`src/sv/mlfq_pkg.sv`:
```
// mlfq_pkg: shared constants, slot entry type and arithmetic helpers
// for the load and priority engine; no dependencies
package mlfq_pkg;

    localparam int NUM_SLOTS  = 64;
    localparam int PRI_TOP    = 63;
    localparam int PRI_BOTTOM = 0;
    localparam int FRAC_BITS  = 16;
    localparam int SLOT_W     = 6;
    localparam int DIV_W      = 41;
    localparam int DSR_W      = 25;

    localparam logic [28:0] DIV15_M = 29'd286331154;

    localparam logic [2:0] REQ_TICK  = 3'd0;
    localparam logic [2:0] REQ_SEC   = 3'd1;
    localparam logic [2:0] REQ_NICE  = 3'd2;
    localparam logic [2:0] REQ_INIT  = 3'd3;
    localparam logic [2:0] REQ_QUERY = 3'd4;
    localparam logic [2:0] REQ_REL   = 3'd5;

    typedef struct packed {
        logic signed [31:0] recent;
        logic signed [5:0]  nice;
        logic [5:0]         prio;
    } slot_t;

    function automatic logic signed [31:0] sat32(input logic signed [33:0] v);
        if (v > 34'sd2147483647)
            return 32'sh7fffffff;
        else if (v < -34'sd2147483648)
            return 32'sh80000000;
        else
            return v[31:0];
    endfunction

    function automatic logic [5:0] clamp_pri(input logic signed [34:0] p);
        if (p < 35'(PRI_BOTTOM))
            return 6'(PRI_BOTTOM);
        else if (p > 35'(PRI_TOP))
            return 6'(PRI_TOP);
        else
            return p[5:0];
    endfunction

    function automatic logic signed [5:0] clamp_nice(input logic signed [5:0] n);
        if (n < -6'sd20)
            return -6'sd20;
        else if (n > 6'sd20)
            return 6'sd20;
        else
            return n;
    endfunction

    // floor(x/60) as floor(floor(x/4)/15), reciprocal multiply
    function automatic logic [31:0] div60(input logic [29:0] x);
        logic [56:0] p;
        p = 57'(x[29:2]) * 57'(DIV15_M);
        return {7'd0, p[56:32]};
    endfunction

    // floor(top - trunc(recent/4) - 2*nice) in fixed point, clamped
    function automatic logic [5:0] pri_calc(input logic signed [31:0] r,
                                            input logic signed [5:0] n);
        logic signed [34:0] q;
        logic signed [34:0] v;
        q = 35'(r);
        if (r < 0)
            q = q + 35'sd3;
        q = q >>> 2;
        v = (35'(PRI_TOP) <<< FRAC_BITS) - q - (35'(n) <<< (FRAC_BITS + 1));
        return clamp_pri(v >>> FRAC_BITS);
    endfunction

    // rounds a value already scaled by 100, half away from zero
    function automatic logic signed [31:0] round_x100(input logic signed [39:0] a);
        logic signed [40:0] t;
        t = 41'(a);
        if (t >= 0)
            t = (t + 41'(1 << (FRAC_BITS - 1))) >>> FRAC_BITS;
        else
            t = -(((-t) + 41'(1 << (FRAC_BITS - 1))) >>> FRAC_BITS);
        return t[31:0];
    endfunction

endpackage

```
`src/sv/mlfq_slot_ram.sv`:
```
// mlfq_slot_ram: per-slot recent cpu, nice and priority store
// one write and one registered read port; depends on mlfq_pkg
module mlfq_slot_ram
    import mlfq_pkg::*;
(
    input  logic              clk,
    input  logic              we,
    input  logic [SLOT_W-1:0] waddr,
    input  slot_t             wdata,
    input  logic              re,
    input  logic [SLOT_W-1:0] raddr,
    output slot_t             rdata
);

    slot_t mem [NUM_SLOTS];
    slot_t rdata_reg;

    always_ff @(posedge clk)
    begin
        if (we)
            mem[waddr] <= wdata;
        if (re)
            rdata_reg <= mem[raddr];
    end

    assign rdata = rdata_reg;

endmodule
```
`config.mk`:
```
export PLATFORM = sky130hd
export DESIGN_NAME = mlfq_slot_ram
export DESIGN_NICKNAME = d
export VERILOG_FILES = /design/src/sv/mlfq_pkg.sv /design/src/sv/mlfq_slot_ram.sv
export SDC_FILE = /design/constraint.sdc
export NUM_CORES = 2
export LEC_CHECK = 0
export BUFFER_PORTS_ARGS = -buffer_cell sky130_fd_sc_hd__buf_4
export CAP_MARGIN = 20
export CORE_ASPECT_RATIO = 1.4
export CORE_UTILIZATION = 43
export CTS_CLUSTER_DIAMETER = 100
export CTS_CLUSTER_SIZE = 24
export DETAILED_ROUTE_END_ITERATION = 8
export SYNTH_ARGS = -nofsm -noshare
export SYNTH_HDL_FRONTEND = slang
export SYNTH_SLANG_ARGS = --single-unit
```
`constraint.sdc`:
```
create_clock -name clk -period 9.4 [get_ports clk]
set_input_delay 1.88 -clock clk [delete_from_list [all_inputs] [get_ports clk]]
set_output_delay 1.88 -clock clk [all_outputs]
set_load 0.01 [all_outputs]
```
Yosys cells after proc, flatten, opt, wreduce, memory -nomap -nowiden. Memories as Yosys holds them, arrays and structs flattened. A register that Yosys moved wholly into a read port is not among the register bits. Cells that the tools add are included.

Add/sub/neg operators: 0. Multiplexer cells: 2. Eq/ne operators: 0. $mul: 0. Reductions and logical operators: 0. Div/mod/pow operators: 0. Bitwise logic cells: 0. Shift-type cells: 0. Magnitude comparators: 0.

Operator list (number): two-way mux 1 bit (2).

Input port bits: 59. Output and inout bits: 44. Register bits: 0. RAM bits: 2816. Memories: 1. Bits in latches: 0. Bits in read-only memories: 0.

Memories: mem (depth 64, width 44, read ports 1, clocked after Yosys merged registers in 1, write ports 1, RTL line mlfq_slot_ram.sv:15) `slot_t mem [NUM_SLOTS];`.

Longest topological paths before layout.
Word-level depth: 2. Mapped depth: 10. Gate-level depth less buffers: 5.

Worst setup path after synthesis. OpenSTA, ideal clock, no wires.

Path type: input to register. Start point: in waddr[3]. End point: mem mem[48][0] (netlist bit) (enable). Path buffers: 1. Library setup time: 500 ps. Stages on the path: 4. Required time: 8900 ps. Arrival: 5410 ps. Setup slack: 3490 ps. Cells stage by stage: clkbuf_1 nor2b_1 nand4b_1 nor3_1.

RTL lines: start: declaration (RTL line mlfq_slot_ram.sv:8) `input logic [SLOT_W-1:0] waddr,`; end: declaration (RTL line mlfq_slot_ram.sv:15).

No word-level cell before the write port.

==> impl_metrics.yaml <==
grt:
  grt_usage_pct: 23.24
  grt_antenna_before_repair: 15
  grt_pass1_wl_um: 407100
  grt_pass1_vias: 51200
  grt_max_degree: 113
  grt-ovfl-total: 0
placement:
  io_buffers: 102
  detailed_place_hpwl_um: 157800
  gp_congestion: 0.7891
yosys:
  syn_nets: 4606
  synth_cell_type_count: 37
  ys_ff_latch: 2860
  ys_seq_area_share_pct: 79.68
  synth.avg_cell_area_um2: 23.70
  netlist_area_um2: 107800
  synth_warnings: 0
  synthCells: 4547
pwr:
  peakVddDrop_mv: 0.1570
  p_leak_nw: 34.90
  p_per_area_nw_per_um2: 189.3
floorplan:
  die_w_um: 425.1
  fp.dieH_um: 594.4
  rows: 217
  die-area_um2: 252700
  core_area_um2: 249500
  start_util_pct: 43.19
  pin_count: 103
route:
  via_count: 50510
  dr_wl_met2_um: 148100
  viasPerCell: 6.343
  dr.pass1.iters: 5
  drt_wl_total_um: 294900
  dr.max_layer_used: "met5"
  dr.first_iter.drc_count: 6744
  wirelength_met1_um: 112900
  met3_wirelength_um: 24300
  drcViolationCount: 0
  wire_per_inst_um: 37.03
  antenna_left: 0
timing:
  post-route-min-period_ps: 4779
  finClkSkew_ps: 40.91
  final.setup.tns_ps: 0
  fmax_mhz: 209.2
  slew_headroom_pct: 22.22
  maxSlewViolCount: 0
  post-route-period-util_pct: 50.84
  setup_viol: 0
  hold_viol_final: 0
  tightest_slew_ps: 1167
  rsz0062_at_grt: "no"
setup_path:
  worstSetupEndpointType: "register"
  path_max_fanout: 61
  cp_top_family: "buffers and inverters"
  required_ps: 9980
  critPathBufInv: 3
  start_kind: "input pin"
  crit_path_cell_trace: "buf_8 -> buf_4 -> buf_4 -> mux4_2 -> a22o_1 -> nor3_1 -> a311oi_1"
  critPathKind: "in2reg"
  crit_top_cell: "buf_4"
  cp_slowest_cell: "buf_4"
  arrival_ps: 5360
  slowest_delay_ps: 870
cells_and_area:
  syn_to_final_growth_pct: 8.547
  n_fill_cell: 19920
  post-route-util_pct: 46.89
  largest_reg_flops: 2816
  drive_gt1_share_pct: 25.13
  nets: 4724
clock_tree:
  cts_buffers: 146
  clock_latency_ps: 850
  cts.sinks: 2860
  cts_tree: "done"
  clk_path_buf_depth: 4
  cts_setup_buffers: 0
  ctsHoldBuffers: 0
  cts-htree-levels: 4
  clk_pin_slew_worst_paths_ps: 100
  cts_resized: 0
  cts_root_buf: "clkbuf_16"
outcome:
  status: "finished, final reports clean"
hold_path:
  hold_path.class: "reg2reg"
job:
  maxCapViolCount: 0
==> cells by family after synthesis <==
logic type	synth area share [%]
and+or+nand+nor	0.9903
muxes	15.23
AOI/OAI and AO/OA	2.880
DFF	79.68
buffers and inverters	1.213
==> Yosys cell counts <==
cell	count	share of area [%]
mux4_2	697	15
buf_6	4	0.042
a22o_1	70	0.57
buf_1	21	0.073
a221oi_1	69	0.56
edfxtp_1	2860	80
nand2b_1	8	0.046
nor2_1	107	0.37
a211oi_1	12	0.084
nand4b_1	1	0.0081
and2_1	3	0.017
nand3b_1	5	0.035
mux2_2	7	0.073
mux2i_1	64	0.59
and4_1	7	0.057
clkbuf_1	124	0.43
o211ai_1	7	0.049
a22oi_1	36	0.25
nand2_1	26	0.091
nand3_1	26	0.12
or4_1	1	0.0070
or3_1	2	0.012
and2b_1	1	0.0070
buf_4	57	0.40
o221ai_1	24	0.20
o22ai_1	99	0.57
a311oi_1	12	0.098
a31oi_1	10	0.058
o2111ai_1	7	0.057
nor2b_1	13	0.075
or2_2	3	0.017
a21oi_1	68	0.32
nor3_1	16	0.074
or3b_2	4	0.033
o21ai_0	15	0.070
nand4_1	3	0.017
buf_2	58	0.27
==> power by group <==
group	internal, mW	total [mW]	switching (mW)
registers	14.1	14.2	0.0458
clock network	2.90	6.76	3.86
logic	0.443	1.21	0.769
==> per-stage QoR <==
stage / setup WS [ps] / hold slack, ps / power (mW) / instance area [µm²] / instances
final: 4621 / 936.7 / 22.14 / 117000 / 7964
after global routing: 4594 / 969.2 / 22.69 / 117000 / 7958
after CTS: 4661 / 934.9 / 22.26 / 117000 / 7957
after detailed placement: 3758 / 916.3 / 15.69 / 113100 / 7802
after global placement: 3453 / 914.5 / 15.67 / 113000 / 7795
after floorplan: 3490 / 862.7 / 15.12 / 107800 / 4547
==> layout make-up <==
type                            count  area [µm²]  share of cell area [%]
Sequential cell                  2860       85880                   73.41
Clock inverter                      4       71.32                 0.06096
Antenna cell                        7       17.52                 0.01497
Tap cell                         3285        4110                   3.513
Clock buffer                      151        3779                   3.230
Multi-Input combinational cell   1423       21110                   18.05
Timing Repair Buffer              234        2017                   1.724
==> cell usage in the layout (no fill, tap or decap), types with 9 or more instances in the layout <==
cell type,n
a21oi_1,68
a211oi_1,12
a22oi_1,36
buf_12,19
o21ai_0,15
nor2_1,43
nand2_1,26
a311oi_1,12
buf_4,212
clkbuf_16,151
o22ai_1,99
mux4_2,697
nor2b_1,9
mux2i_1,64
nor2_4,64
a31oi_1,10
edfxtp_1,2860
nand3_1,26
a221oi_1,69
o221ai_1,24
nor3_1,14
a22o_1,70
==> worst min-delay path, delay by kind of cell (launching register included) <==
family / cells / cell delay, ps
flip-flops: 1 / 330
multiplexers: 1 / 220
AO/OA/AOI/OAI: 2 / 180
AND/OR/NAND/NOR: 1 / 110
==> routing by layer <==
| metal | GRT usage [%] | vias up |
|---|---|---|
| li1 | - | 19740 |
| met1 | 31.36 | 28100 |
| met2 | 38.60 | 2287 |
| met3 | 3.995 | 388 |
| met4 | 7.152 | 8 |
| met5 | 0 | - |
==> worst paths after layout <==
kind | start | end | slack (ps) | cells past startpoint
max | raddr[1] | rdata[1]$_DFFE_PP_ | 4620 | 7
min | mem[53][39]$_DFFE_PP_ | rdata[39]$_DFFE_PP_ | 940 | 4
max reg2reg | mem[42][5]$_DFFE_PP_ | rdata[5]$_DFFE_PP_ | 7090 | 5
min reg2reg | mem[53][39]$_DFFE_PP_ | rdata[39]$_DFFE_PP_ | 940 | 4
(Power assumes the default switching activity.)
