## config.mk

```make
export PLATFORM = sky130hd
export DESIGN_NAME = mlfq_div
export DESIGN_NICKNAME = d
export VERILOG_FILES = /design/src/sv/mlfq_pkg.sv /design/src/sv/mlfq_div.sv
export SDC_FILE = /design/constraint.sdc
export NUM_CORES = 1
export LEC_CHECK = 0
export BUFFER_PORTS_ARGS = -buffer_cell sky130_fd_sc_hd__buf_4
export CAP_MARGIN = 10
export CORE_MARGIN = 5
export CORE_UTILIZATION = 36
export CTS_CLUSTER_DIAMETER = 40
export CTS_CLUSTER_SIZE = 12
export DETAILED_ROUTE_END_ITERATION = 10
export SLEW_MARGIN = 20
export SYNTH_ARGS = -nofsm -noshare
export SYNTH_HDL_FRONTEND = slang
export SYNTH_SLANG_ARGS = --single-unit
```

## constraint.sdc

```tcl
create_clock -name clk -period 6.4 [get_ports clk]
set_input_delay 1.92 -clock clk [delete_from_list [all_inputs] [get_ports clk]]
set_output_delay 1.92 -clock clk [all_outputs]
set_load 0.1 [all_outputs]
```

## src/sv/mlfq_pkg.sv

```systemverilog
// mlfq_pkg: shared constants, slot entry type and arithmetic helpers
// for the load and priority engine; no dependencies
package mlfq_pkg;

    localparam int NUM_SLOTS  = 64;
    localparam int PRI_TOP    = 63;
    localparam int PRI_BOTTOM = 0;
    localparam int FRAC_BITS  = 16;
    localparam int SLOT_W     = 6;
    localparam int DIV_W      = 41;
    localparam int DSR_W      = 25;

    localparam logic [28:0] DIV15_M = 29'd286331154;

    localparam logic [2:0] REQ_TICK  = 3'd0;
    localparam logic [2:0] REQ_SEC   = 3'd1;
    localparam logic [2:0] REQ_NICE  = 3'd2;
    localparam logic [2:0] REQ_INIT  = 3'd3;
    localparam logic [2:0] REQ_QUERY = 3'd4;
    localparam logic [2:0] REQ_REL   = 3'd5;

    typedef struct packed {
        logic signed [31:0] recent;
        logic signed [5:0]  nice;
        logic [5:0]         prio;
    } slot_t;

    function automatic logic signed [31:0] sat32(input logic signed [33:0] v);
        if (v > 34'sd2147483647)
            return 32'sh7fffffff;
        else if (v < -34'sd2147483648)
            return 32'sh80000000;
        else
            return v[31:0];
    endfunction

    function automatic logic [5:0] clamp_pri(input logic signed [34:0] p);
        if (p < 35'(PRI_BOTTOM))
            return 6'(PRI_BOTTOM);
        else if (p > 35'(PRI_TOP))
            return 6'(PRI_TOP);
        else
            return p[5:0];
    endfunction

    function automatic logic signed [5:0] clamp_nice(input logic signed [5:0] n);
        if (n < -6'sd20)
            return -6'sd20;
        else if (n > 6'sd20)
            return 6'sd20;
        else
            return n;
    endfunction

    // floor(x/60) as floor(floor(x/4)/15), reciprocal multiply
    function automatic logic [31:0] div60(input logic [29:0] x);
        logic [56:0] p;
        p = 57'(x[29:2]) * 57'(DIV15_M);
        return {7'd0, p[56:32]};
    endfunction

    // floor(top - trunc(recent/4) - 2*nice) in fixed point, clamped
    function automatic logic [5:0] pri_calc(input logic signed [31:0] r,
                                            input logic signed [5:0] n);
        logic signed [34:0] q;
        logic signed [34:0] v;
        q = 35'(r);
        if (r < 0)
            q = q + 35'sd3;
        q = q >>> 2;
        v = (35'(PRI_TOP) <<< FRAC_BITS) - q - (35'(n) <<< (FRAC_BITS + 1));
        return clamp_pri(v >>> FRAC_BITS);
    endfunction

    // rounds a value already scaled by 100, half away from zero
    function automatic logic signed [31:0] round_x100(input logic signed [39:0] a);
        logic signed [40:0] t;
        t = 41'(a);
        if (t >= 0)
            t = (t + 41'(1 << (FRAC_BITS - 1))) >>> FRAC_BITS;
        else
            t = -(((-t) + 41'(1 << (FRAC_BITS - 1))) >>> FRAC_BITS);
        return t[31:0];
    endfunction

endpackage

```

## src/sv/mlfq_div.sv

```systemverilog
// mlfq_div: restoring divider, one quotient bit per cycle
// depends on mlfq_pkg for operand widths
module mlfq_div
    import mlfq_pkg::*;
(
    input  logic             clk,
    input  logic             rst_n,
    input  logic             start,
    input  logic [DIV_W-1:0] dividend,
    input  logic [DSR_W-1:0] divisor,
    output logic             done,
    output logic [DIV_W-1:0] quotient
);

    logic [5:0]       cnt_reg, cnt_next;
    logic             busy_reg, busy_next;
    logic             done_reg, done_next;
    logic [DIV_W-1:0] quo_reg, quo_next;
    logic [DSR_W:0]   rem_reg, rem_next;
    logic [DSR_W-1:0] dsr_reg, dsr_next;
    logic [DSR_W:0]   trial;
    logic             ge;

    always_comb
    begin
        cnt_next  = cnt_reg;
        busy_next = busy_reg;
        done_next = 1'b0;
        quo_next  = quo_reg;
        rem_next  = rem_reg;
        dsr_next  = dsr_reg;
        trial     = {rem_reg[DSR_W-1:0], quo_reg[DIV_W-1]};
        ge        = trial >= {1'b0, dsr_reg};
        if (start)
        begin
            quo_next  = dividend;
            rem_next  = '0;
            dsr_next  = divisor;
            cnt_next  = '0;
            busy_next = 1'b1;
        end
        else if (busy_reg)
        begin
            rem_next = ge ? trial - {1'b0, dsr_reg} : trial;
            quo_next = {quo_reg[DIV_W-2:0], ge};
            cnt_next = cnt_reg + 6'd1;
            if (cnt_reg == 6'(DIV_W - 1))
            begin
                busy_next = 1'b0;
                done_next = 1'b1;
            end
        end
    end

    always_ff @(posedge clk or negedge rst_n)
    begin
        if (!rst_n)
        begin
            cnt_reg  <= '0;
            busy_reg <= 1'b0;
            done_reg <= 1'b0;
        end
        else
        begin
            cnt_reg  <= cnt_next;
            busy_reg <= busy_next;
            done_reg <= done_next;
        end
    end

    always_ff @(posedge clk)
    begin
        quo_reg <= quo_next;
        rem_reg <= rem_next;
        dsr_reg <= dsr_next;
    end

    assign done     = done_reg;
    assign quotient = quo_reg;

endmodule

```

After elaboration in Yosys (flattened, before gate mapping)
Index checks and enable logic that the tools add are counted.
{ "word_totals": {"register_bits": 99, "latchBits": 0, "ramBits": 0, "rom_bits": 0, "in_bits": 69, "out_inout_bits": 42, "word_cells": 22, "memories": 0} }
{ "op_classes": {"addsub": 2, "mul": 0, "div_mod_pow": 0, "magnitude_cmp": 1, "eq_ne": 1, "n_shift": 0, "n_mux": 11, "bitwise_logic": 0, "n_reduce_logical": 1} }
{ "ops": {"columns": ["cell", "count"], "rows": [
  ["two-way mux 41 bit", 2],
  ["greater-or-equal comparator 26 x 25 -> 1 bit", 1],
  ["two-way mux 25 bit", 1],
  ["subtractor 25 bit", 1],
  ["two-way mux 6 bit", 2],
  ["adder 6 x 1 -> 6 bit, second input constant", 1],
  ["== test 6 bit, second input constant", 1],
  ["two-way mux 1 bit", 6],
  ["nonzero test 2 bit", 1]
]} }

Longest topological paths before layout
Gate-level depths: netlist of the first run.
{ "depth": {"depth_word": 4, "ltp_mapped": 14, "ltp_nobuf": 12} }

Worst setup path before layout of the first run
Ideal clock, no wire load.
{ "synth_path": {"kind": "input-to-reg", "start": "in start", "end": "reg quo_reg[0], in the netlist quotient[0], enable pin", "arrival_ns": 3.077, "setup_slack_ns": 2.928, "path_stages": 3, "path_cell_list": "clkbuf_1 > nor2_1 > inv_1"} }
{ "synth_via": {"elab_chain_len": 1} }
{ "synth_lines": {"columns": ["item", "line", "source"], "rows": [
  ["start, declared", "mlfq_div.sv:8", "input logic start,"],
  ["nonzero test 2 bit (no source line)", null, null],
  ["end signal, assigned", "mlfq_div.sv:73", "quo_reg <= quo_next;"],
  ["end, declared", "mlfq_div.sv:18", "logic [DIV_W-1:0] quo_reg, quo_next;"]
]} }
Every way passes these cells.
A chain may end at the register's enable or synchronous reset.

Worst setup path in the final report of the first run
{ "layout_path": {"start": "reg quo_reg[40], in the netlist quotient[40]", "end": "reg rem_reg[17]"} }
{ "layout_via": {"elab_chain_len": 2, "word_cells_on_any_way": 3} }
{ "layout_lines": {"columns": ["item", "line", "source"], "rows": [
  ["subtractor 25 bit or greater-or-equal comparator 26 x 25 -> 1 bit (tied branches)", "mlfq_div.sv:44, mlfq_div.sv:33", null],
  ["two-way mux 25 bit (*)", "mlfq_div.sv:44", "rem_next = ge ? trial - {1'b0, dsr_reg} : trial;"],
  ["end signal, assigned", "mlfq_div.sv:74", "rem_reg <= rem_next;"],
  ["end, declared", "mlfq_div.sv:19", "logic [DSR_W:0] rem_reg, rem_next;"]
]} }
Mark *: on every way between the ends. The rest lies on a longest branch, timed or not.

==> results of run 1 <==
[final cells by class]
type | count | share of cell area, %
inverter | 36 | 2.00
clock buffer | 10 | 3.39
timing repair buffer | 116 | 12.9
sequential | 99 | 39.8
tap | 188 | 3.48
clock inverter | 6 | 0.704
multi-input combinational | 338 | 37.8
[layout by cell type (no fill, tap or decap), types with 3 or more instances in the layout]
| cell type | n |
|---|---|
| a32oi_1 | 3 |
| nor2b_1 | 4 |
| mux2_2 | 41 |
| nor3_1 | 9 |
| dfxtp_1 | 25 |
| and2_1 | 5 |
| nand2_1 | 25 |
| nand4b_1 | 3 |
| inv_1 | 36 |
| a31oi_1 | 5 |
| nor2_1 | 41 |
| a211oi_1 | 15 |
| a21oi_1 | 31 |
| nand2b_1 | 6 |
| xnor2_1 | 9 |
| xor2_1 | 9 |
| ha_1 | 27 |
| dfrtp_1 | 7 |
| o21ai_0 | 16 |
| nor3b_1 | 3 |
| nand4_1 | 8 |
| o211ai_1 | 3 |
| o21a_1 | 6 |
| a21o_1 | 12 |
| o21ai_2 | 3 |
| buf_4 | 116 |
| mux2i_1 | 7 |
| clkbuf_16 | 9 |
| edfxtp_1 | 66 |
| o21bai_1 | 4 |
| nand3_1 | 5 |
[per-stage QoR]
| stage | utilization, % | total power, mW |
|---|---|---|
| 2_1_floorplan | - | 1.84 |
| 3_3_place_gp | 43.1 | 2.07 |
| 3_5_place_dp | 43.1 | 2.08 |
| 4_1_cts | 44.9 | 2.62 |
| 5_1_grt | 44.9 | 2.76 |
| 6_report | 44.9 | 2.60 |
[Yosys cell counts (3+ instances only)]
library cell,number,share of area [%]
edfxtp_1,66,36
mux2_2,41,8.4
nor2_1,41,2.8
inv_1,36,2.5
a21oi_1,31,2.8
ha_1,27,6.2
dfxtp_1,25,9.2
nand2_1,25,1.7
o21ai_0,16,1.5
a211oi_1,15,2.1
clkbuf_1,13,0.89
a21o_1,12,1.6
nor3_1,9,0.82
xnor2_1,9,1.4
xor2_1,9,1.4
dfrtp_1,8,3.7
nand4_1,8,0.92
mux2i_1,7,1.3
nand2b_1,6,0.69
o21a_1,6,0.82
a31oi_1,5,0.57
and2_1,5,0.57
nand3_1,5,0.46
buf_2,4,0.37
nor2b_1,4,0.46
o21bai_1,4,0.55
a32oi_1,3,0.48
nand4b_1,3,0.48
nor3b_1,3,0.41
o211ai_1,3,0.41
o21ai_2,3,0.48
[power by group through the flow]
stage               Clock, mW  Combinational (mW)  Sequential (mW)
global route            0.569                1.29            0.899
finish                  0.524                1.19            0.884
floorplan                   0               0.741             1.10
global placement            0                1.17            0.896
CTS                     0.544                1.19            0.886
detailed placement          0                1.19            0.897
[tightest hold or removal path, stage by stage, from the launching register on]
cell and delay [ns]:
dfxtp_1 0.34, nand2_1 0.06, o21ai_0 0.06
[worst max path at each step]
stage,startpoint,slack (ns),cells after the start,endpoint
after floorplan,start,2.93,3,quotient[0]$_DFFE_PP_
after global placement,start,2.87,5,rem_reg[24]$_SDFFE_PP0P_
after detailed placement,start,2.88,5,rem_reg[24]$_SDFFE_PP0P_
after CTS,quotient[40]$_DFFE_PP_,2.84,13,rem_reg[17]$_SDFFE_PP0P_
after global routing,quotient[40]$_DFFE_PP_,2.63,13,rem_reg[17]$_SDFFE_PP0P_
final,quotient[40]$_DFFE_PP_,2.85,13,rem_reg[17]$_SDFFE_PP0P_
[kinds of logic (layout without fill, tap and decap cells)]
logic type	after synthesis	in the layout	share of synthesized area, %
mux	48	48	9.73
flops	99	99	49.1
compound gates	121	121	15.9
fa+ha+maj	28	28	6.54
xor+xnor	18	18	2.88
buf+inv	58	168	4.44
simple gates	123	123	11.5
[layer usage]
metal  vias up  part of all wire [%]  global-route usage [%]
li1       2044                     -                       -
met1      1985                    44                    18.8
met2       142                    45                    24.1
met3        16                   9.4                    6.99
met4         0                   1.2                    4.00
met5         -                     0                       0
==> reports/results.txt, run 1 <==
Vias post-DR = 4187
Initial antenna violation count = 0
Worst supply voltage drop on vdd = 0.186 mV
Register-to-register path setup slack = 2.85 ns
Routed wirelength normalized by instance count = 16.7 µm
WHS Path Cells = 2
Number of placed cells counting well taps = 777
Post-route clock period utilization = 55.5%
Finished Layout Cells = 793
Kind of start point of the critical path = register
Endpoint of the most critical register-to-register path = rem_reg[17]$_SDFFE_PP0P_
Clock input transition at the sequential cells of the worst setup and hold paths = 0.07 ns
GRT Resource Usage Total = 15.2%
Post-synth net total = 592
MaxCap Viol Count = 0
Number of top-level pins = 111
Flip-flop and latch area = 2680 µm²
Buf+Inv Stages, Crit Path = 3
Setup TNS = 0 ns
Clock sink count = 99
Launch point of the worst hold path = rem_reg[3]$_SDFFE_PP0P_
Post-cts resize count = 0
Tmin final = 3.55 ns
Worst hold margin = 0.504 ns
Dpl cell area = 6470 µm²
Cell Rows = 45
Class of the most critical hold timing path = reg2reg
Vias in the first global route = 4232
Die area = 17800 µm²
Weighted congestion at the end of routability-driven global placement = 0.864
Average cell area after synthesis = 11.0 µm²
Hold path endpoint = rem_reg[3]$_SDFFE_PP0P_
Layout filler cell count = 1418
Setup slack after placement = 2.88 ns
R2R Path Start = quotient[40]$_DFFE_PP_
Cell class contributing the biggest share of worst-path delay = simple AND/OR/NAND/NOR gates
F_max = 0.281 GHz
Count of TritonRoute iterations in the first routing pass = 4
Critical path endpoint category = register
Total power divided by cell area = 385 nW/µm²
Required time worst endpoint = 6.61 ns
Switching power share of the total = 41.9%
Status = completed
Summed area of non-filler cells in the final layout = 6750 µm²
Final count of pins violating max slew = 0
DP HPWL = 9.58 mm
Chip height = 133 µm
Cts bufs inserted = 9
Main synth FF type = edfxtp_1
Final setup violation count = 0
Clock latency on the worst-skew pair = 0.35 ns
Antenna Nets Post-Route = 0
Slowest cell on the critical path = nor3_4
RSZ-0062 raised after global routing = no
Combinational share of power = 45.9%
Drt total wl = 13.2 mm
Post-layout net count = 697
Congestion Overflow GR = 0
First-pass GRT wire length = 21.5 mm
Yosys warning total = 0
Effective utilization at floorplan = 36.4%
Fraction of registers with async set/reset = 8.08%
Longest individual stage delay on the worst path = 0.53 ns
CTS tree = yes
Clock Skew = 0.00738 ns
Area delta synth->final = 23.5%
Net switching power figure = 1.09 mW
Final routed DRC violation total = 0
Path type of the worst setup path = reg2reg
Synth Cell Area = 5470 µm²
Part of the power in the clock network = 20.1%
Most frequent cell on the critical path = inv_1
Worst rel slew slack = 60.1%
Hold buffer count at CTS = 0
Multi-input gate area = 2550 µm²
Synthesized flop and latch total = 99
Power Internal = 1.51 mW
Via density = 5.28
Actual transition at the worst max-transition pin = 0.598 ns
Chain of cells forming the critical path = inv_1 > ha_1 > inv_1 > fa_1 > a211oi_2 > nor2_2 > o211ai_1 > a21oi_1 > nor3_4 > buf_4 > nor4b_2 > nor4_1 > a311oi_1
Starting DRC count in detailed routing = 218
Post-Syn Instances = 495
Number of setup buffers added after CTS = 0
Antenna diode count = 0
Share of cells above drive strength 1 = 31.2%
Minimum setup slack in the final design = 2.85 ns
Maximum buffer depth of the clock tree = 2
CP Max Fanout = 34
Port bufs = 110
Horiz. Die Dim = 133 µm
Final Hold Vio Count = 0
Share of the yosys chip area belonging to registers = 49.1%
Core box area = 15000 µm²
Flip-flop count of the largest register after layout = 41
Worst Path Arrival = 3.76 ns
Leakage power figure = 2.90 nW
Number of cells on the worst reg-to-reg path = 13
Sequential fraction of design power = 34.0%
Unique masters post-synth = 64
Pin count of the biggest net entering global routing = 47
CTS Root Buffer Type = clkbuf_16
Maximum level of the CTS H-tree = 3
Number of enable-type register cells in the synthesized netlist = 66
Power figures use the tool's default switching activity.
==> run 2, diff against run 1 <==
==> constraint.sdc (replaced) <==
create_clock -name clk -period 3.3 [get_ports clk]
set_input_delay 0.99 -clock clk [delete_from_list [all_inputs] [get_ports clk]]
set_output_delay 0.99 -clock clk [all_outputs]
set_load 0.1 [all_outputs]
==> run 2 against run 1 <==
Against the previous run: largest power group unchanged; largest cell class unchanged; design area up 0.87%; highest routed layer unchanged; worst hold slack worse by 0.072 ns; global-route usage is 0.12 points higher.
==> reports/results.txt, run 2 (synthesized netlist as in run 1, its figures left out) <==
Busiest layer in global routing = met2
Weighted congestion at the end of routability-driven global placement = 0.893
Number of setup buffers added after CTS = 0
Maximum buffer depth of the clock tree = 2
DP HPWL = 9.89 mm
GRT Resource Usage Total = 15.3%
Effective utilization at floorplan = 36.4%
Final routed DRC violation total = 0
Initial antenna violation count = 0
Layout Utilization = 45.3%
CP Max Fanout = 29
GR met3 Demand/Resource = 6.61%
Setup slack after placement = 0.203 ns
MaxCap Viol Count = 0
Core box area = 15000 µm²
Kind of start point of the critical path = register
Drt total wl = 13.3 mm
Minimum setup slack in the final design = 0.245 ns
Tmin final = 3.05 ns
Status = completed
Chip height = 133 µm
Number of placed cells counting well taps = 781
Finished Layout Cells = 797
Via density = 5.22
Congestion Overflow GR = 0
Met2 track utilization from global routing = 24.0%
Antenna Nets Post-Route = 0
Class of the most critical hold timing path = in2async
Pin count of the biggest net entering global routing = 42
Commonest cells after routing, fill and taps aside = 118 x buf_4, 66 x edfxtp_1, 41 x mux2_2, 41 x nor2_1, 36 x inv_1
Critical path endpoint category = register
Flip-flop count of the largest register after layout = 41
Final count of pins violating max slew = 0
Post-layout power = 5.15 mW
Share of cells above drive strength 1 = 31.9%
RSZ-0062 raised after global routing = no
Leading cell type in the layout, fill and taps excluded = buf_4
Setup TNS = 0 ns
Dpl cell area = 6520 µm²
Area delta synth->final = 24.5%
Vias in the first global route = 4386
Summed area of non-filler cells in the final layout = 6810 µm²
CTS tree = yes
Post-layout net count = 701
Maximum level of the CTS H-tree = 3
Worst Path Arrival = 3.29 ns
Leakage power figure = 2.94 nW
Vias post-DR = 4160
Horiz. Die Dim = 133 µm
Worst supply voltage drop on vdd = 0.368 mV
Worst rel slew slack = 60.8%
Total power divided by cell area = 756 nW/µm²
Antenna diode count = 0
F_max = 0.327 GHz
Count of TritonRoute iterations in the first routing pass = 4
Clock input transition at the sequential cells of the worst setup and hold paths = 0.08 ns
Clock sink count = 99
CTS Root Buffer Type = clkbuf_16
Port bufs = 110
Final Hold Vio Count = 0
Worst hold margin = 0.432 ns
Final setup violation count = 0
Routed wirelength normalized by instance count = 16.7 µm
Required time worst endpoint = 3.53 ns
Starting DRC count in detailed routing = 165
Post-route clock period utilization = 92.6%
Cts bufs inserted = 9
Actual transition at the worst max-transition pin = 0.588 ns
Die area = 17800 µm²
Cell Rows = 45
Clock latency on the worst-skew pair = 0.35 ns
Global routing met1 resource utilization = 18.7%
First-pass GRT wire length = 21.9 mm
Clock Skew = 0.00806 ns
Number of top-level pins = 111
Path type of the worst setup path = reg2reg
## run 2: repair_timing
| action | 4_1_cts | 5_1_grt |
|---|---|---|
| gates resized for setup | 0 | 1 |
| endpoints found under the setup margin | 0 | 3 |
| hold buffers | 0 | 0 |
| hold endpoints to repair | 0 | 0 |
## run 2: final timing paths
check	startpoint	to	slack, ns	cells past startpoint
max	quotient[40]$_DFFE_PP_	rem_reg[17]$_SDFFE_PP0P_	0.25	13
min	rst_n	cnt_reg[2]$_DFFE_PN0P_	0.43	1
max reg2reg	quotient[40]$_DFFE_PP_	rem_reg[17]$_SDFFE_PP0P_	0.25	13
min reg2reg	rem_reg[8]$_SDFFE_PP0P_	rem_reg[8]$_SDFFE_PP0P_	0.49	2
max in group asynchronous	rst_n	busy_reg$_DFF_PN0_	2.74	1
min in group clk	rem_reg[8]$_SDFFE_PP0P_	rem_reg[8]$_SDFFE_PP0P_	0.49	2
## run 2: power breakdown
part           internal (mW)  leakage, nW  switching [mW]
Combinational          0.897         1.81            1.49
Clock                  0.534        0.146           0.521
Sequential              1.55        0.988           0.157
## run 2: cell type report
type	instances	area, µm²
fillers	1391	8220
flip-flops and latches	99	2680
multi-input cells	338	2550
repair buffers	120	917
well taps	188	235
clock buffers	9	225
inverters	36	135
clock inverters	7	65.1
## run 2: routing by layer
metal,up-vias,part of all wire (%)
met4,0,2.0
met1,1956,44
met2,130,45
met3,20,9.0
li1,2054,-
met5,-,0
## run 2: worst max-delay path, stage by stage (launching register included)
cell and delay, ns:
edfxtp_1 0.41, inv_1 0.08, ha_1 0.16, inv_1 0.05
fa_1 0.44, a211oi_2 0.28, nor2_2 0.10, o211ai_1 0.27
a21oi_1 0.18, nor3_4 0.24, buf_12 0.21, nor4b_2 0.07
nor4_1 0.30, a311oi_1 0.13
==> run 3, diff against run 2 <==
--- a/config.mk
+++ b/config.mk
@@ -5,6 +5,7 @@
 export SDC_FILE = /design/constraint.sdc
 export NUM_CORES = 1
 export LEC_CHECK = 0
+export ABC_AREA = 1
 export BUFFER_PORTS_ARGS = -buffer_cell sky130_fd_sc_hd__buf_4
 export CAP_MARGIN = 10
 export CORE_MARGIN = 5
==> run 3 against run 2 <==
Against the previous run: combinational power down 2%; routed wire length is 17% higher; sequential share of layout area fell by 3.5 points; largest cell class is now multi-input combinational cells; synthesized area grew 12%; via count rose by 31%; worst hold slack better by 0.0026 ns; die area grew 11%; flip-flop and latch count is the same; clock skew rose by 0.00073 ns.
==> reports/results.txt, run 3 <==
Tmin final = 2.31 ns
Drt total wl = 15.6 mm
Count leader, synth = nand2_1
Post-synth net total = 956
Maximum level of the CTS H-tree = 3
Worst supply voltage drop on vdd = 0.319 mV
CP Max Fanout = 26
Vias post-DR = 5465
Chain of cells forming the critical path = inv_1 > ha_1 > inv_1 > fa_1 > nand3_1 > nand3_1 > nand2_2 > nand3_4 > nand2_1 > nand2_1
Routed wirelength normalized by instance count = 13.1 µm
Starting DRC count in detailed routing = 319
Maximum buffer depth of the clock tree = 2
Fraction of registers with async set/reset = 8.08%
Hold buffer count at CTS = 0
GRT Resource Usage Total = 16.4%
Most frequent cells after synthesis = 392 x nand2_1, 147 x inv_1, 66 x edfxtp_1
RSZ-0062 raised after global routing = no
Unique masters post-synth = 30
Critical path endpoint category = register
Endpoint of the most critical register-to-register path = quotient[0]$_DFFE_PP_
Final setup violation count = 0
Share of cells above drive strength 1 = 15.2%
Register-to-register path setup slack = 0.99 ns
Share of the synthesized area in the top cell type = 32.4%
Final Hold Vio Count = 0
Pin count of the biggest net entering global routing = 46
First-pass GRT wire length = 26.2 mm
Area delta synth->final = 22.1%
Summed area of non-filler cells in the final layout = 7470 µm²
Status = completed
Dpl cell area = 7190 µm²
Cts bufs inserted = 9
Initial antenna violation count = 0
Final count of pins violating max slew = 0
Die area = 19700 µm²
Library cell occupying the most area in the post-synthesis netlist = edfxtp_1
Congestion Overflow GR = 0
Effective utilization at floorplan = 36.8%
Main synth FF type = edfxtp_1
Cell class contributing the biggest share of worst-path delay = simple AND/OR/NAND/NOR gates
Commonest cells after routing, fill and taps aside = 392 x nand2_1, 146 x inv_1, 117 x buf_4
Clock input transition at the sequential cells of the worst setup and hold paths = 0.08 ns
CTS tree = yes
Slowest cell on the critical path = fa_1
DP HPWL = 11.5 mm
Leakage power figure = 4.02 nW
Final routed DRC violation total = 0
Number of enable-type register cells in the synthesized netlist = 66
Biggest area contributors in the synthesized netlist = edfxtp_1 32%, nand2_1 24%, inv_1 9.0%
Horiz. Die Dim = 140 µm
Worst Path Arrival = 2.43 ns
Count of TritonRoute iterations in the first routing pass = 5
Number of top-level pins = 111
Required time worst endpoint = 3.42 ns
Post-route clock period utilization = 70.0%
Flip-flop count of the largest register after layout = 41
Via density = 4.58
Number of setup buffers added after CTS = 0
Core box area = 16600 µm²
Actual transition at the worst max-transition pin = 0.768 ns
Antenna diode count = 0
Share of the yosys chip area belonging to registers = 43.8%
Longest individual stage delay on the worst path = 0.45 ns
MaxCap Viol Count = 0
Vias in the first global route = 5369
Port bufs = 110
Weighted congestion at the end of routability-driven global placement = 0.886
Setup TNS = 0 ns
Worst rel slew slack = 48.7%
Post-cts resize count = 0
Cell Rows = 47
Yosys warning total = 0
Leading cell type in the layout, fill and taps excluded = nand2_1
Synth Cell Area = 6120 µm²
Post-Syn Instances = 859
F_max = 0.433 GHz
Clock latency on the worst-skew pair = 0.35 ns
CTS Root Buffer Type = clkbuf_16
Post-layout net count = 1064
Kind of start point of the critical path = register
Buf+Inv Stages, Crit Path = 2
R2R Path Start = quotient[40]$_DFFE_PP_
Average cell area after synthesis = 7.12 µm²
Chip height = 140 µm
Clock sink count = 99
Clock Skew = 0.00879 ns
Number of cells on the worst reg-to-reg path = 10
Class of the most critical hold timing path = in2async
Path type of the worst setup path = reg2reg
Total power divided by cell area = 673 nW/µm²
Synthesized flop and latch total = 99
Antenna Nets Post-Route = 0
run 3: cell types whose count changed after synthesis, sizes merged, moves of 25 or more:
cell	change
nand4	+25
nand2	+370
inv	+115
mux2	-41
nand3	+43
run 3: layer usage:
layer | vias to the layer above | wire (µm) | track usage [%]
met5 | - | 0 | 0
met2 | 137 | 6940 | 25.5
met4 | 0 | 174 | 4.13
li1 | 2887 | - | -
met1 | 2426 | 7340 | 22.0
met3 | 15 | 1180 | 5.45
run 3: cell families after synthesis:
logic type      synth area share [%]
buf+inv                         11.0
simple gates                    35.8
fa+ha+maj                       5.85
flops                           43.8
xor+xnor                        1.57
compound gates                  1.94
run 3: worst max-delay path by stage:
stage,start,endpoint,slack (ns),cells past startpoint
2_1_floorplan,start,quotient[0]$_DFFE_PP_,0.62,3
6_report,quotient[40]$_DFFE_PP_,quotient[0]$_DFFE_PP_,0.99,10
3_3_place_gp,start,quotient[24]$_DFFE_PP_,0.77,4
4_1_cts,quotient[40]$_DFFE_PP_,quotient[0]$_DFFE_PP_,0.95,10
5_1_grt,quotient[40]$_DFFE_PP_,quotient[0]$_DFFE_PP_,0.75,10
3_5_place_dp,start,quotient[25]$_DFFE_PP_,0.76,4
run 3: report_power, final:
group / internal, mW / switching, mW / total [mW]
clock: 0.528 / 0.501 / 1.03
sequential: 1.52 / 0.129 / 1.65
combinational: 0.760 / 1.59 / 2.35
total: 2.81 / 2.22 / 5.03
run 3: layout make-up:
cell class | instances | area (µm²)
Tap cell | 220 | 275
Clock buffer | 10 | 229
Multi-Input combinational cell | 587 | 2770
Sequential cell | 99 | 2680
Clock inverter | 6 | 53.8
Fill cell | 1769 | 9170
Timing Repair Buffer | 118 | 898
Inverter | 152 | 571
run 3: stage by stage:
stage	std cells	total power [mW]	worst slack [ns]	hold WS, ns	utilization (%)
6_report	1192	5.03	0.989	0.435	44.9
4_1_cts	1192	5.08	0.954	0.421	44.9
5_1_grt	1192	5.45	0.754	0.429	44.9
3_5_place_dp	1176	4.03	0.765	0.461	43.2
2_1_floorplan	859	3.50	0.620	0.440	-
3_3_place_gp	1176	4.02	0.766	0.455	43.2
